<file path="src/hw/rtl/scbc_reach.sv">
// three-stage check that a circle moved by a slab time stays inside the
// grown extent on the other axis; no package dependencies
`default_nettype none

module scbc_reach #(
	parameter int NW        = 50,
	parameter int FRAC_BITS = 16
) (
	input  logic               clk,
	input  logic               en,
	input  logic signed [31:0] pos,
	input  logic signed [31:0] vel,
	input  logic signed [31:0] centre,
	input  logic [NW-1:0]      tm,
	input  logic [31:0]        limit,
	output logic               stays
);

	localparam int PW = NW + 32;

	logic [31:0]        vm;
	logic [63:0]        plo_s1;
	logic [NW-1:0]      phi_s1;
	logic               neg_s1;
	logic signed [65:0] base_s1;
	logic [PW-1:0]      prod_s2;
	logic               neg_s2;
	logic signed [65:0] base_s2;
	logic [63-FRAC_BITS:0] p;
	logic signed [65:0] sum;
	logic [65:0]        span;
	logic               ovf;
	logic               stays_s3;

	assign vm = vel[31] ? (~vel + 32'd1) : vel;

	// partial products, low and high halves of the time
	always_ff @(posedge clk) begin
		if (en) begin
			plo_s1  <= vm * tm[31:0];
			phi_s1  <= NW'(vm * tm[NW-1:32]);
			neg_s1  <= vel[31];
			base_s1 <= 66'(pos) - 66'(centre);
		end
	end

	always_ff @(posedge clk) begin
		if (en) begin
			prod_s2 <= {phi_s1, 32'd0} + PW'(plo_s1);
			neg_s2  <= neg_s1;
			base_s2 <= base_s1;
		end
	end

	always_comb begin
		ovf  = |prod_s2[PW-1:64];
		p    = prod_s2[63:FRAC_BITS];
		sum  = neg_s2 ? base_s2 - $signed({{(FRAC_BITS+2){1'b0}}, p})
		              : base_s2 + $signed({{(FRAC_BITS+2){1'b0}}, p});
		span = sum[65] ? 66'(-sum) : 66'(sum);
	end

	always_ff @(posedge clk) begin
		if (en) begin
			stays_s3 <= !ovf && (span < {34'd0, limit});
		end
	end

	assign stays = stays_s3;

endmodule

`default_nettype wire

</file>
<file path="config.mk">
export PLATFORM = sky130hd
export DESIGN_NAME = scbc_reach
export DESIGN_NICKNAME = d
export VERILOG_FILES = /design/src/hw/rtl/scbc_reach.sv
export SDC_FILE = /design/constraint.sdc
export NUM_CORES = 2
export LEC_CHECK = 0
export BUFFER_PORTS_ARGS = -buffer_cell sky130_fd_sc_hd__buf_2
export CELL_PAD_IN_SITES_DETAIL_PLACEMENT = 0
export CELL_PAD_IN_SITES_GLOBAL_PLACEMENT = 2
export CORE_AREA = 2 2 358 431
export DETAILED_ROUTE_END_ITERATION = 10
export DIE_AREA = 0 0 360 433
export MAX_ROUTING_LAYER = met4
export PLACE_DENSITY = 0.95
export SETUP_SLACK_MARGIN = 0.2
export SYNTH_ARGS = -nofsm -noshare
export SYNTH_HDL_FRONTEND = slang
export SYNTH_SLANG_ARGS = --single-unit
export TNS_END_PERCENT = 100
</file>
<file path="constraint.sdc">
create_clock -name clk -period 20.3 [get_ports clk]
set_clock_uncertainty 0.1 [all_clocks]
set_input_delay 6.09 -clock clk [delete_from_list [all_inputs] [get_ports clk]]
set_output_delay 6.09 -clock clk [all_outputs]
set_load 0.1 [all_outputs]
</file>
==> summary.txt <==
I/O pin count = 181
FF-to-FF setup slack = 8.87 ns
Clock Latency Late Sink = 0.64 ns
Port-buffer cells = 180
Vias in the first global route = 55757
Slew at the pin closest to its max-slew limit = 1.14 ns
Fillers = 14509
FF+latch count, synth = 233
Worst EP arrival = 17.66 ns
Initial Util = 44.8%
Slowest Stage Delay on Critical Path = 0.82 ns
R2r startpoint = prod_s2[20]
Die width = 360 µm
Most common cell on crit path = fa_1
Max cap viols = 0
RSZ-0062 raised after global routing = false
Final worst path period share = 85.6%
Post-synth top area share = 40.6%
Core area = 152000 µm²
WL/cell = 21.5 µm
Worst Hold Class = reg2reg
Number of synthesized flops with an enable pin = 233
Crit path capture type = register
Synth-to-Final Area Change = 5.71%
Via density = 5.43
Hold-fix buffers at CTS = 0
Total number of vias = 51233
Placed cell areas = 70900 µm²
Post-synth top flop = edfxtp_1
Max-slew violations = 0
Gpl congestion = 0.910
CTS tree = built
Final nets = 9509
Peak Freq = 57.5 MHz
Total CTS buffers = 30
Final min period = 17.38 ns
Top Metal Used = met4
Syn Area/Cell = 9.09 µm²
YS warnings = 0
Status = complete, no violations
DRC marker count from the first detailed-route iteration = 2994
Clk slew on worst S/H paths = 0.07 ns
GRT overflow = 0
Layout cells sized above 1 = 5.00%
Worst reg2reg endpoint = stays
Routed wl met2 = 101000 µm
Synth area leader = fa_1
Slew headroom = 22.6%
Final HPWL DP = 159000 µm
Reg2Reg Depth = 34
CP Launch Type = primary input
Final Hold Viols = 0
M1 WL = 79100 µm
Clk sinks = 233
GRT Resource Usage Total = 27.4%
Total Wirelength = 203000 µm
Largest net degree at the start of global routing = 87
CTS Buffer Depth = 3
Met3 wire len = 12500 µm
Async set-reset flop share out of synthesis = 0%
Mapped Cells = 7479
Hold Path Origin = base_s1[18]
Critical Path Fanout Max = 49
Antenna violations before repair = 23
Row cnt = 157
Antenna Nets Post-Route = 0
DRC Markers = 0
Synth unique cells = 95
Final instance area = 71900 µm²
Crit path kind = in2reg
Synth area leaders = fa_1 41%, edfxtp_1 10%, ha_1 10%
Worst path slowest cell = o21ai_0
First-pass GRT wire length = 319000 µm
Setup violators final = 0
Sequential-to-total area share from yosys stat = 10.3%
Synthesized area = 68000 µm²
Area of the die = 156000 µm²
Hold Crit Endpoint = base_s2[18]
Hold depth = 0
Post-cts resize count = 0
Die Height = 433 µm
H-tree Lvls = 1
Setup_tns = 0 ns
CTS Root Cell = clkbuf_16
CP required = 20.58 ns
Synth Net Count = 9584
Post-CTS Setup Bufs = 0
Pre-antenna DRT Iters = 5
==> layer usage <==
| metal | GRT usage (%) | vias up |
|---|---|---|
| li1 | - | 22825 |
| met1 | 32.4 | 26271 |
| met2 | 46.9 | 1687 |
| met3 | 3.79 | 450 |
| met4 | 11.6 | 0 |
| met5 | - | - |
==> worst max-delay path by stage <==
stage | start | endpoint | slack [ns] | cells after the start
after floorplan | vel[2] | plo_s1[63] | 4.83 | 34
after global placement | vel[2] | plo_s1[61] | 2.34 | 33
after detailed placement | vel[2] | plo_s1[61] | 2.24 | 33
after CTS | vel[2] | plo_s1[61] | 2.88 | 33
after global routing | vel[2] | plo_s1[61] | 2.22 | 33
final | vel[2] | plo_s1[61] | 2.92 | 33
==> synth_stat cells, drive strengths merged (25+ instances only) <==
cell type / n
edfxtp: 233
xnor2: 242
fa: 1378
nand3: 62
o211ai: 25
a21o: 111
o21ai: 134
nor3: 85
and3: 32
clkbuf: 353
xor2: 62
ha: 547
a31oi: 31
inv: 1488
nor2: 216
nand4: 28
nand2b: 43
nand2: 1018
o21a: 31
a21oi: 216
and2: 743
o21bai: 29
nor2b: 72
==> cell usage in the layout, fill, tap and decap left out, drive strengths merged, types with 85 or more instances in the layout <==
cell,n
ha,547
edfxtp,233
nor3,85
nand2,1018
buf,257
nor2,216
a21o,111
inv,1494
and2,743
fa,1378
xnor2,242
o21ai,134
a21oi,216
==> critical path: cells and delay by family <==
| kind | cells | cell delay (ns) |
|---|---|---|
| AOI/OAI and AO/OA | 13 | 4.74 |
| xor gates and xnor gates | 2 | 0.34 |
| adders and majority gates | 9 | 4.22 |
| and+or+nand+nor | 5 | 1.27 |
| buffers and inverters | 4 | 0.95 |
==> state kept, by name, indices dropped and copies added, names as in the netlist <==
name and cells:
base_s1 33, base_s2 33, neg_s1 1, neg_s2 1, phi_s1 50, plo_s1 48
prod_s2 66, stays 1
==> layout make-up <==
type / count / area, µm² / area share [%]
multi-input combinational: 5394 / 54300 / 75.5
sequential: 233 / 7000 / 9.73
inverter: 1488 / 5590 / 7.77
tap: 1987 / 2490 / 3.46
timing repair buffer: 257 / 1490 / 2.07
clock buffer: 34 / 766 / 1.07
clock inverter: 21 / 221 / 0.308
antenna: 18 / 45.0 / 0.0627
==> logic make-up after synthesis <==
| kind of cell | share of synthesized area (%) |
|---|---|
| simple gates | 17.6 |
| fa+ha+maj | 50.6 |
| buf+inv | 10.3 |
| compound gates | 7.23 |
| xor+xnor | 3.91 |
| flops | 10.3 |
| mux | 0.0920 |
==> per-stage QoR <==
| step | hold WS [ns] | utilization (%) | cells | setup WS [ns] |
|---|---|---|---|---|
| detailed placement | 0.305 | 46.7 | 9359 | 2.24 |
| CTS | 0.282 | 47.3 | 9414 | 2.88 |
| floorplan | 0.300 | - | 7479 | 4.83 |
| global placement | 0.303 | 46.7 | 9359 | 2.34 |
| finish | 0.290 | 47.3 | 9432 | 2.92 |
| global route | 0.286 | 47.3 | 9428 | 2.22 |
Power is not shown: default switching activity piles up to over one toggle a cycle in this logic, so the estimate is an artifact.
